### src/hw/rtl/ske_pkg.sv
`timescale 1ns / 1ps
`default_nettype none
// ----------------------------------------------------------------------------
// Sorted key set package
// Shared widths, operation and status codes, and the cell control struct.
// ----------------------------------------------------------------------------
package ske_pkg;

   localparam int CAPACITY_DEF = 16;
   localparam int KEY_W        = 32;
   localparam int KIND_W       = 2;
   localparam int STATUS_W     = 2;
   localparam int FIELD_W      = 5;

   localparam logic [KIND_W-1:0] KIND_SEARCH = 2'd0;
   localparam logic [KIND_W-1:0] KIND_INSERT = 2'd1;
   localparam logic [KIND_W-1:0] KIND_REMOVE = 2'd2;

   localparam logic [STATUS_W-1:0] STATUS_DONE    = 2'd0;
   localparam logic [STATUS_W-1:0] STATUS_PRESENT = 2'd1;
   localparam logic [STATUS_W-1:0] STATUS_ABSENT  = 2'd2;
   localparam logic [STATUS_W-1:0] STATUS_FULL    = 2'd3;

   typedef struct packed {
      logic ins;
      logic rem;
   } cell_ctrl_type;

endpackage
`default_nettype wire

### src/hw/rtl/sorted_key_set_engine_top.sv
`timescale 1ns / 1ps
`default_nettype none
// ----------------------------------------------------------------------------
// Sorted key set engine
// Keeps distinct signed keys in ascending order in a row of compare/shift
// cells; each item searches, inserts or removes one key.
// The result strobe is registered: an accepted item sets the pending (busy)
// register, which in turn sets the result-valid register. Busy is high for
// the one cycle in which the whole cell row compares and shifts; no item is
// taken while busy. Reset clears the key count and the cell valid flags
// at once; no clearing pass. Results cannot be stalled by the receiver.
// ----------------------------------------------------------------------------
module sorted_key_set_engine_top import ske_pkg::*; #(
   parameter int CAPACITY = CAPACITY_DEF
) (
   input  logic                    clock,
   input  logic                    reset,
   input  logic                    start,
   output logic                    busy,
   input  logic [KIND_W-1:0]       req_kind,
   input  logic signed [KEY_W-1:0] req_key,
   output logic                    rsp_valid,
   output logic [STATUS_W-1:0]     rsp_status,
   output logic [FIELD_W-1:0]      rsp_position,
   output logic [FIELD_W-1:0]      rsp_count
);

   localparam int CNT_W = $clog2(CAPACITY+1);

   logic                    pending_ff;
   logic [KIND_W-1:0]       kind_ff;
   logic signed [KEY_W-1:0] key_ff;
   logic [CNT_W-1:0]        count_ff, count_in;
   logic                    rsp_valid_ff;
   logic [STATUS_W-1:0]     rsp_status_ff, status_in;
   logic [FIELD_W-1:0]      rsp_position_ff, rsp_count_ff;

   logic signed [KEY_W-1:0] cell_key [CAPACITY];
   logic [CAPACITY-1:0]     cell_valid, cell_less, cell_eq, cell_at_pos;
   cell_ctrl_type           ctrl;
   logic                    found;
   logic [CNT_W-1:0]        position;
   logic                    full;

   // cell row
   for (genvar g = 0; g < CAPACITY; g++) begin : g_cell
      logic                    lo_less, lo_valid, up_valid;
      logic signed [KEY_W-1:0] lo_key, up_key;

      if (g == 0) begin : g_bottom
         assign lo_less  = 1'b1;
         assign lo_key   = key_ff;
         assign lo_valid = 1'b0;
      end else begin : g_mid_lo
         assign lo_less  = cell_less[g-1];
         assign lo_key   = cell_key[g-1];
         assign lo_valid = cell_valid[g-1];
      end

      if (g == CAPACITY-1) begin : g_top
         assign up_key   = key_ff;
         assign up_valid = 1'b0;
      end else begin : g_mid_up
         assign up_key   = cell_key[g+1];
         assign up_valid = cell_valid[g+1];
      end

      ske_cell u_cell (
         .clock       (clock),
         .reset       (reset),
         .ctrl        (ctrl),
         .cmd_key     (key_ff),
         .lower_less  (lo_less),
         .lower_key   (lo_key),
         .lower_valid (lo_valid),
         .upper_key   (up_key),
         .upper_valid (up_valid),
         .key         (cell_key[g]),
         .valid       (cell_valid[g]),
         .less        (cell_less[g]),
         .eq          (cell_eq[g]),
         .at_pos      (cell_at_pos[g])
      );
   end

   ske_locate #(
      .CAPACITY (CAPACITY)
   ) u_locate (
      .at_pos   (cell_at_pos),
      .eq       (cell_eq),
      .all_less (cell_less[CAPACITY-1]),
      .found    (found),
      .position (position)
   );

   assign full = (count_ff == CNT_W'(CAPACITY));

   always_comb begin
      ctrl      = '0;
      count_in  = count_ff;
      status_in = found ? STATUS_DONE : STATUS_ABSENT;
      unique case (kind_ff)
         KIND_INSERT: begin
            if (found) begin
               status_in = STATUS_PRESENT;
            end else if (full) begin
               status_in = STATUS_FULL;
            end else begin
               status_in = STATUS_DONE;
               ctrl.ins  = pending_ff;
               count_in  = count_ff + 1'b1;
            end
         end
         KIND_REMOVE: begin
            if (found) begin
               ctrl.rem = pending_ff;
               count_in = count_ff - 1'b1;
            end
         end
         default: begin
         end
      endcase
   end

   always_ff @(posedge clock) begin
      if (reset) begin
         pending_ff   <= 1'b0;
         rsp_valid_ff <= 1'b0;
         count_ff     <= '0;
      end else begin
         pending_ff   <= start && !pending_ff;
         rsp_valid_ff <= pending_ff;
         if (pending_ff) begin
            count_ff <= count_in;
         end
      end
   end

   always_ff @(posedge clock) begin
      if (start && !pending_ff) begin
         kind_ff <= req_kind;
         key_ff  <= req_key;
      end
      if (pending_ff) begin
         rsp_status_ff   <= status_in;
         rsp_position_ff <= FIELD_W'(position);
         rsp_count_ff    <= FIELD_W'(count_in);
      end
   end

   assign busy         = pending_ff;
   assign rsp_valid    = rsp_valid_ff;
   assign rsp_status   = rsp_status_ff;
   assign rsp_position = rsp_position_ff;
   assign rsp_count    = rsp_count_ff;

`ifndef ASSERT_OFF
   a_rsp_after_busy: assert property (@(posedge clock) disable iff (reset)
      rsp_valid |-> $past(pending_ff))
      else $error("result strobe without a preceding busy cycle");

   a_count_bound: assert property (@(posedge clock) disable iff (reset)
      count_ff <= CNT_W'(CAPACITY))
      else $error("key count exceeds capacity");

   a_valid_matches_count: assert property (@(posedge clock) disable iff (reset)
      $countones(cell_valid) == int'(count_ff))
      else $error("cell valid flags disagree with key count");

   a_single_match: assert property (@(posedge clock) disable iff (reset)
      $onehot0(cell_eq))
      else $error("key matched in more than one cell");
`endif

endmodule
`default_nettype wire

### src/hw/rtl/ske_cell.sv
`timescale 1ns / 1ps
`default_nettype none
// ----------------------------------------------------------------------------
// Sorted key set cell
// Holds one key slot, compares it with the command key and shifts up or
// down with its neighbors on insert and remove.
// ----------------------------------------------------------------------------
module ske_cell import ske_pkg::*; (
   input  logic                    clock,
   input  logic                    reset,
   input  cell_ctrl_type           ctrl,
   input  logic signed [KEY_W-1:0] cmd_key,
   input  logic                    lower_less,
   input  logic signed [KEY_W-1:0] lower_key,
   input  logic                    lower_valid,
   input  logic signed [KEY_W-1:0] upper_key,
   input  logic                    upper_valid,
   output logic signed [KEY_W-1:0] key,
   output logic                    valid,
   output logic                    less,
   output logic                    eq,
   output logic                    at_pos
);

   logic signed [KEY_W-1:0] key_ff, key_in;
   logic                    valid_ff, valid_in;

   assign less   = valid_ff && (key_ff < cmd_key);
   assign eq     = valid_ff && (key_ff == cmd_key);
   assign at_pos = lower_less && !less;
   assign key    = key_ff;
   assign valid  = valid_ff;

   always_comb begin
      key_in   = key_ff;
      valid_in = valid_ff;
      if (ctrl.ins) begin
         if (at_pos) begin
            key_in   = cmd_key;
            valid_in = 1'b1;
         end else if (!less) begin
            key_in   = lower_key;
            valid_in = lower_valid;
         end
      end else if (ctrl.rem && !less) begin
         key_in   = upper_key;
         valid_in = upper_valid;
      end
   end

   always_ff @(posedge clock) begin
      if (reset) begin
         valid_ff <= 1'b0;
      end else begin
         valid_ff <= valid_in;
      end
   end

   always_ff @(posedge clock) begin
      key_ff <= key_in;
   end

endmodule
`default_nettype wire

### src/hw/rtl/ske_locate.sv
`timescale 1ns / 1ps
`default_nettype none
// ----------------------------------------------------------------------------
// Sorted key set locator
// Encodes the one-hot insertion point of the cell row into a position and
// reduces the match flags into a found flag.
// ----------------------------------------------------------------------------
module ske_locate import ske_pkg::*; #(
   parameter int CAPACITY = CAPACITY_DEF
) (
   input  logic [CAPACITY-1:0]                at_pos,
   input  logic [CAPACITY-1:0]                eq,
   input  logic                               all_less,
   output logic                               found,
   output logic [$clog2(CAPACITY+1)-1:0]      position
);

   localparam int POS_W = $clog2(CAPACITY+1);

   always_comb begin
      position = all_less ? POS_W'(CAPACITY) : '0;
      for (int i = 0; i < CAPACITY; i++) begin
         if (at_pos[i]) begin
            position = position | POS_W'(i);
         end
      end
   end

   assign found = |eq;

endmodule
`default_nettype wire

### config.mk
export PLATFORM = sky130hd
export DESIGN_NAME = sorted_key_set_engine_top
export DESIGN_NICKNAME = d
export VERILOG_FILES = /design/src/hw/rtl/ske_pkg.sv /design/src/hw/rtl/sorted_key_set_engine_top.sv /design/src/hw/rtl/ske_cell.sv /design/src/hw/rtl/ske_locate.sv
export SDC_FILE = /design/constraint.sdc
export NUM_CORES = 2
export LEC_CHECK = 0
export ABC_CLOCK_PERIOD_IN_PS = 8700
export BUFFER_PORTS_ARGS = -buffer_cell sky130_fd_sc_hd__buf_4
export CORE_MARGIN = 10
export CORE_UTILIZATION = 38
export CTS_BUF_LIST = sky130_fd_sc_hd__clkbuf_4 sky130_fd_sc_hd__clkbuf_8
export DETAILED_ROUTE_END_ITERATION = 8
export HOLD_SLACK_MARGIN = 0.05
export SYNTH_ARGS = -nofsm -noshare
export SYNTH_HDL_FRONTEND = slang
export SYNTH_HIERARCHICAL = 1
export SYNTH_SLANG_ARGS = --single-unit
export TNS_END_PERCENT = 50
### constraint.sdc
create_clock -name clock -period 8.7 [get_ports clock]
set_input_delay 1.305 -clock clock [delete_from_list [all_inputs] [get_ports clock]]
set_output_delay 1.305 -clock clock [all_outputs]
set_load 0.03 [all_outputs]
# Word-level counts from Yosys, hierarchy flattened
# Cells that the tools add are included.
[totals]
regBits = 581
inputBits = 37
output_inout_bits = 14
[classes]
add_sub_neg = 2
magnitude_cmp = 16
eq_ne = 35
muxes = 151
n_reduce_logical = 117
[ops]
columns = ["op", "n"]
rows = [
  ["two-way mux 32 bit", 63],
  ["== test 32 bit", 16],
  ["less-than comparator 32 bit", 16],
  ["two-way mux 1 bit", 71],
  ["logical AND 1 bit", 64],
  ["inequality test 3 bit (second input constant)", 15],
  ["AND reduction 2 bit", 16],
  ["nonzero test 2 bit", 16],
  ["two-way mux 5 bit", 4],
  ["zero test 1 bit", 17],
  ["two-way mux 2 bit", 8],
  ["OR reduction 16 bit", 1],
  ["two-way mux 3 bit", 4],
  ["case mux 5 bit (2 select lines)", 1],
  ["OR reduction 8 bit", 1],
  ["adder 5 x 1 -> 5 bit (second input constant)", 1],
  ["== test 5 bit (second input constant)", 1],
  ["subtractor 5 x 1 -> 5 bit (second input constant)", 1],
  ["OR reduction 4 bit", 1],
  ["== test 2 x 1 -> 1 bit (second input constant)", 1],
  ["== test 2 bit (second input constant)", 1],
  ["inequality test 2 bit (second input constant)", 1],
  ["OR reduction 2 bit", 1],
]

# Longest topological paths before layout
[depth]
depth_word = 15
mapped_depth = 13
depth_no_buf = 12

# By module
# The synthesis kept the hierarchy.
[modules_own_cells]
columns = ["mod", "instances", "cells_per_inst", "area_per_inst_um2", "seq_area_each_um2"]
rows = [
  ["ske_cell", 16, 276, 2616.3, 980.9],
  ["sorted_key_set_engine_top", 1, 128, 2040.7, 1521.5],
  ["ske_locate", 1, 17, 103.8, 0.0],
]

# Worst setup path before layout
# Ideal clock, no wire load.
[synth_timing]
path_type = "register to register"
from = "register key_ff[31], in the netlist g_cell[0].lo_key[31]"
to = "register g_cell[0].u_cell.key_ff[0] (enable)"
setup_ns = 0.421
arrival_ns = 8.299
t_required_ns = 8.279
slack_ns = -0.020
path_stages_with_launch = 13
n_path_buf = 2
period_less_slack_ns = 8.720
cell_sequence = "edfxtp_1 > inv_1 > ha_1 > nand4_2 > nor3_2 > and4_2 > nor4_1 > nand4_1 > buf_6 > nor4_1 > clkbuf_1 > nor2_1 > nor2_1"
[synth_rtl]
columns = ["item", "line_no", "source"]
rows = [
  ["from (decl)", "sorted_key_set_engine_top.sv:32", "logic signed [KEY_W-1:0] key_ff;"],
  ["from (signal assigned)", "sorted_key_set_engine_top.sv:142", "key_ff <= req_key;"],
  ["to (signal assigned)", "ske_cell.sv:60", "key_ff <= key_in;"],
  ["to (decl)", "ske_cell.sv:25", "logic signed [KEY_W-1:0] key_ff, key_in;"],
]

==> results.md <==
- Status: completed
- Req. time, crit path: ~9 ns
- Crit-path cells: buf_4, inv_1, ha_1, nand4_2, nor3_2, and4_2, nor4_1, nand4_1, nor4_4, buf_12, buf_4, a21oi_1
- Internal: 0.00488 W
- Setup TNS Final: 0 ns
- Clock slew at reported path FFs: about 0.060 ns
- Initial antenna violation count: 2
- Worst Max-Slew Pin Slew: ~1.1 ns
- Leak Pwr: ~23 nW
- Vias in the first global route: roughly 32,000
- Post-CTS setup buffers: 0
- Synthesis warning total: 6
- GRT Resource Usage Total: 15.9%
- Clk_skew: 0.0375 ns
- FP Rows: between 100 and 150
- Hpwl dp: slightly above 80 mm
- Hold Path Class: flop to flop
- Final period util: 73.7%
- Final Util: about two fifths
- Pin count of the biggest net entering global routing: between 200 and 250
- Most used cell, CP: buf_4
- Slew headroom: ~30%
- Die Wd: 360 microns
- Seq pwr share: a little under 50%
- Worst setup margin: about 2.3 ns
- Setup violations, final: 0
- RSZ-0062 raised after global routing: no
- Core area: roughly 110,000 sq um
- Final hold violation count: 0
- Drt pass-1 iters: 7
- DRC Markers: 0
- Commonest non-fill, non-tap cell in the layout: a21oi_1
- Slowest Stage Delay on Critical Path: between 0.9 and 1 ns
- Clk root buf: clkbuf_8
- Clock tree buffer depth: 3
- First-pass GRT wire length: between 150 and 200 mm
- Pins Over Slew Limit: 0
- Startpoint types: flop
- Post-Synthesis Cells: 4,560
- P_sw: between 0.0015 and 0.002 W
- Peak VDD IR: around 0.099 mV
- CTS HTree Levels: 3
- Placed cell count: 6,054
- IO buf count: 50
- Switching Fraction: approximately a quarter
- Crit path capture type: flop
- Fmax: between 150 and 200 MHz
- Slowest-stage cell, CP: edfxtp_1
- Total congestion overflow: 0
- Hold Buf Count CTS: 0
- Vias per inst: approximately 5.1
- Most frequent cells in the layout: a21oi_1 (774), nor2_1 (610), inv_1 (585), edfxtp_1 (558), ha_1 (516)
- Initial Utilization: about two fifths
- Cts repair resizes: 0
- Buffer and inverter count on the worst path: 4
- Setup slack at placement: between 2 and 2.5 ns
- Routed Wire Length: approximately 110 mm
- Nets: 5,204
- CP arrival: just under 7 ns
- Ratio of cells with drive above 1 in the final layout: 10.7%
- Iteration-0 DRC Markers: 1,792
- Die height: roughly 360 microns
- Clock latency at the later pin of the worst-skew pair: roughly 0.73 ns
- Gpl congestion: between 0.8 and 0.9
- CP top delay family: simple AND/OR/NAND/NOR gates
- WL per Instance: 16.9 microns
- Final Non-Filler Cells: roughly 6,200
- Routed Antenna Nets: 0
- Via count: roughly 32,000
- Kind of critical path: flop to flop
- Syn Area/Cell: ~9.6 sq um
- Comb power frac: around an eighth
- Power Dens Cells: approximately 140 nW/um^2
- TritonCTS clock tree: done
- Total power: around 0.0066 W
- Die area: 130,000 sq um
- Num CTS Buffers: 107
- Critical-path maximum fanout: ~160
- CTS sink count: 581
- Max_cap viols: 0
- Area Growth Syn to Fin: 8.60%
- Post-route minimum period: between 6 and 7 ns
- Synthesized cell area: roughly 44,000 sq um
- I/O pins: between 50 and 60
- Clk pwr share: between 30 and 40%
worst register-to-register path, stage by stage (launching register included):
cell and delay, ns:
edfxtp_1 0.93, buf_4 0.37, inv_1 0.07, ha_1 0.38, nand4_2 0.17, nor3_2 0.10, and4_2 0.22, nor4_1 0.60
nand4_1 0.76, nor4_4 0.66, buf_12 0.53, buf_4 0.98, a21oi_1 0.30
per-stage QoR:
| step | instance area [sq um] | hold WS (ns) |
|---|---|---|
| after floorplan | 44000 | 0.536 |
| after global placement | 45700 | 0.583 |
| after detailed placement | 45700 | 0.586 |
| after CTS | 47800 | 0.604 |
| after global routing | 47800 | 0.638 |
| final | 47800 | 0.600 |
layer usage:
metal / vias up / routed length (microns) / part of all wire [%] / global-route usage [%]
met1: 14540 / 50400 / 48 / 21.1
met4: 0 / 2790 / 2.6 / 4.88
met2: 518 / 48700 / 46 / 26.6
li1: 16591 / - / - / -
met5: - / 0 / 0 / 0
met3: 176 / 3880 / 3.7 / 2.12
state kept, by name (all words and copies together), names as in the netlist, 2 cells and up:
register	count
count_ff	5
g_cell.lo_key	32
g_cell.u_cell/key	512
g_cell.u_cell/valid	16
kind_ff	2
rsp_count	5
rsp_position	5
rsp_status	2
power by group through the flow:
stage               combinational (W)  sequential, W  clock, W
global placement             0.000785        0.00325         0
detailed placement           0.000808        0.00326         0
global route                 0.000927        0.00321   0.00283
finish                       0.000809        0.00320   0.00262
floorplan                    0.000581        0.00326         0
CTS                          0.000812        0.00320   0.00271
final cells by class:
cell class / instances / area (sq um)
antenna: 4 / 10.0
clock buffer: 170 / 2010
clock inverter: 20 / 87.6
fill: 11161 / 66900
inverter: 603 / 2260
multi-input combinational: 3214 / 23200
sequential: 581 / 17200
tap: 1512 / 1890
timing repair buffer: 144 / 1120
path summary, 6_finish.rpt:
kind                        startpoint                        end  slack [ns]  depth (start not counted)
max               g_cell[0].lo_key[31]  g_cell[15].u_cell/key[14]        2.29                         12
min          g_cell[15].u_cell/key[23]  g_cell[14].u_cell/key[23]        0.60                          2
max reg2reg       g_cell[0].lo_key[31]  g_cell[15].u_cell/key[14]        2.29                         12
min reg2reg  g_cell[15].u_cell/key[23]  g_cell[14].u_cell/key[23]        0.60                          2
Power figures use the tool's default switching activity.
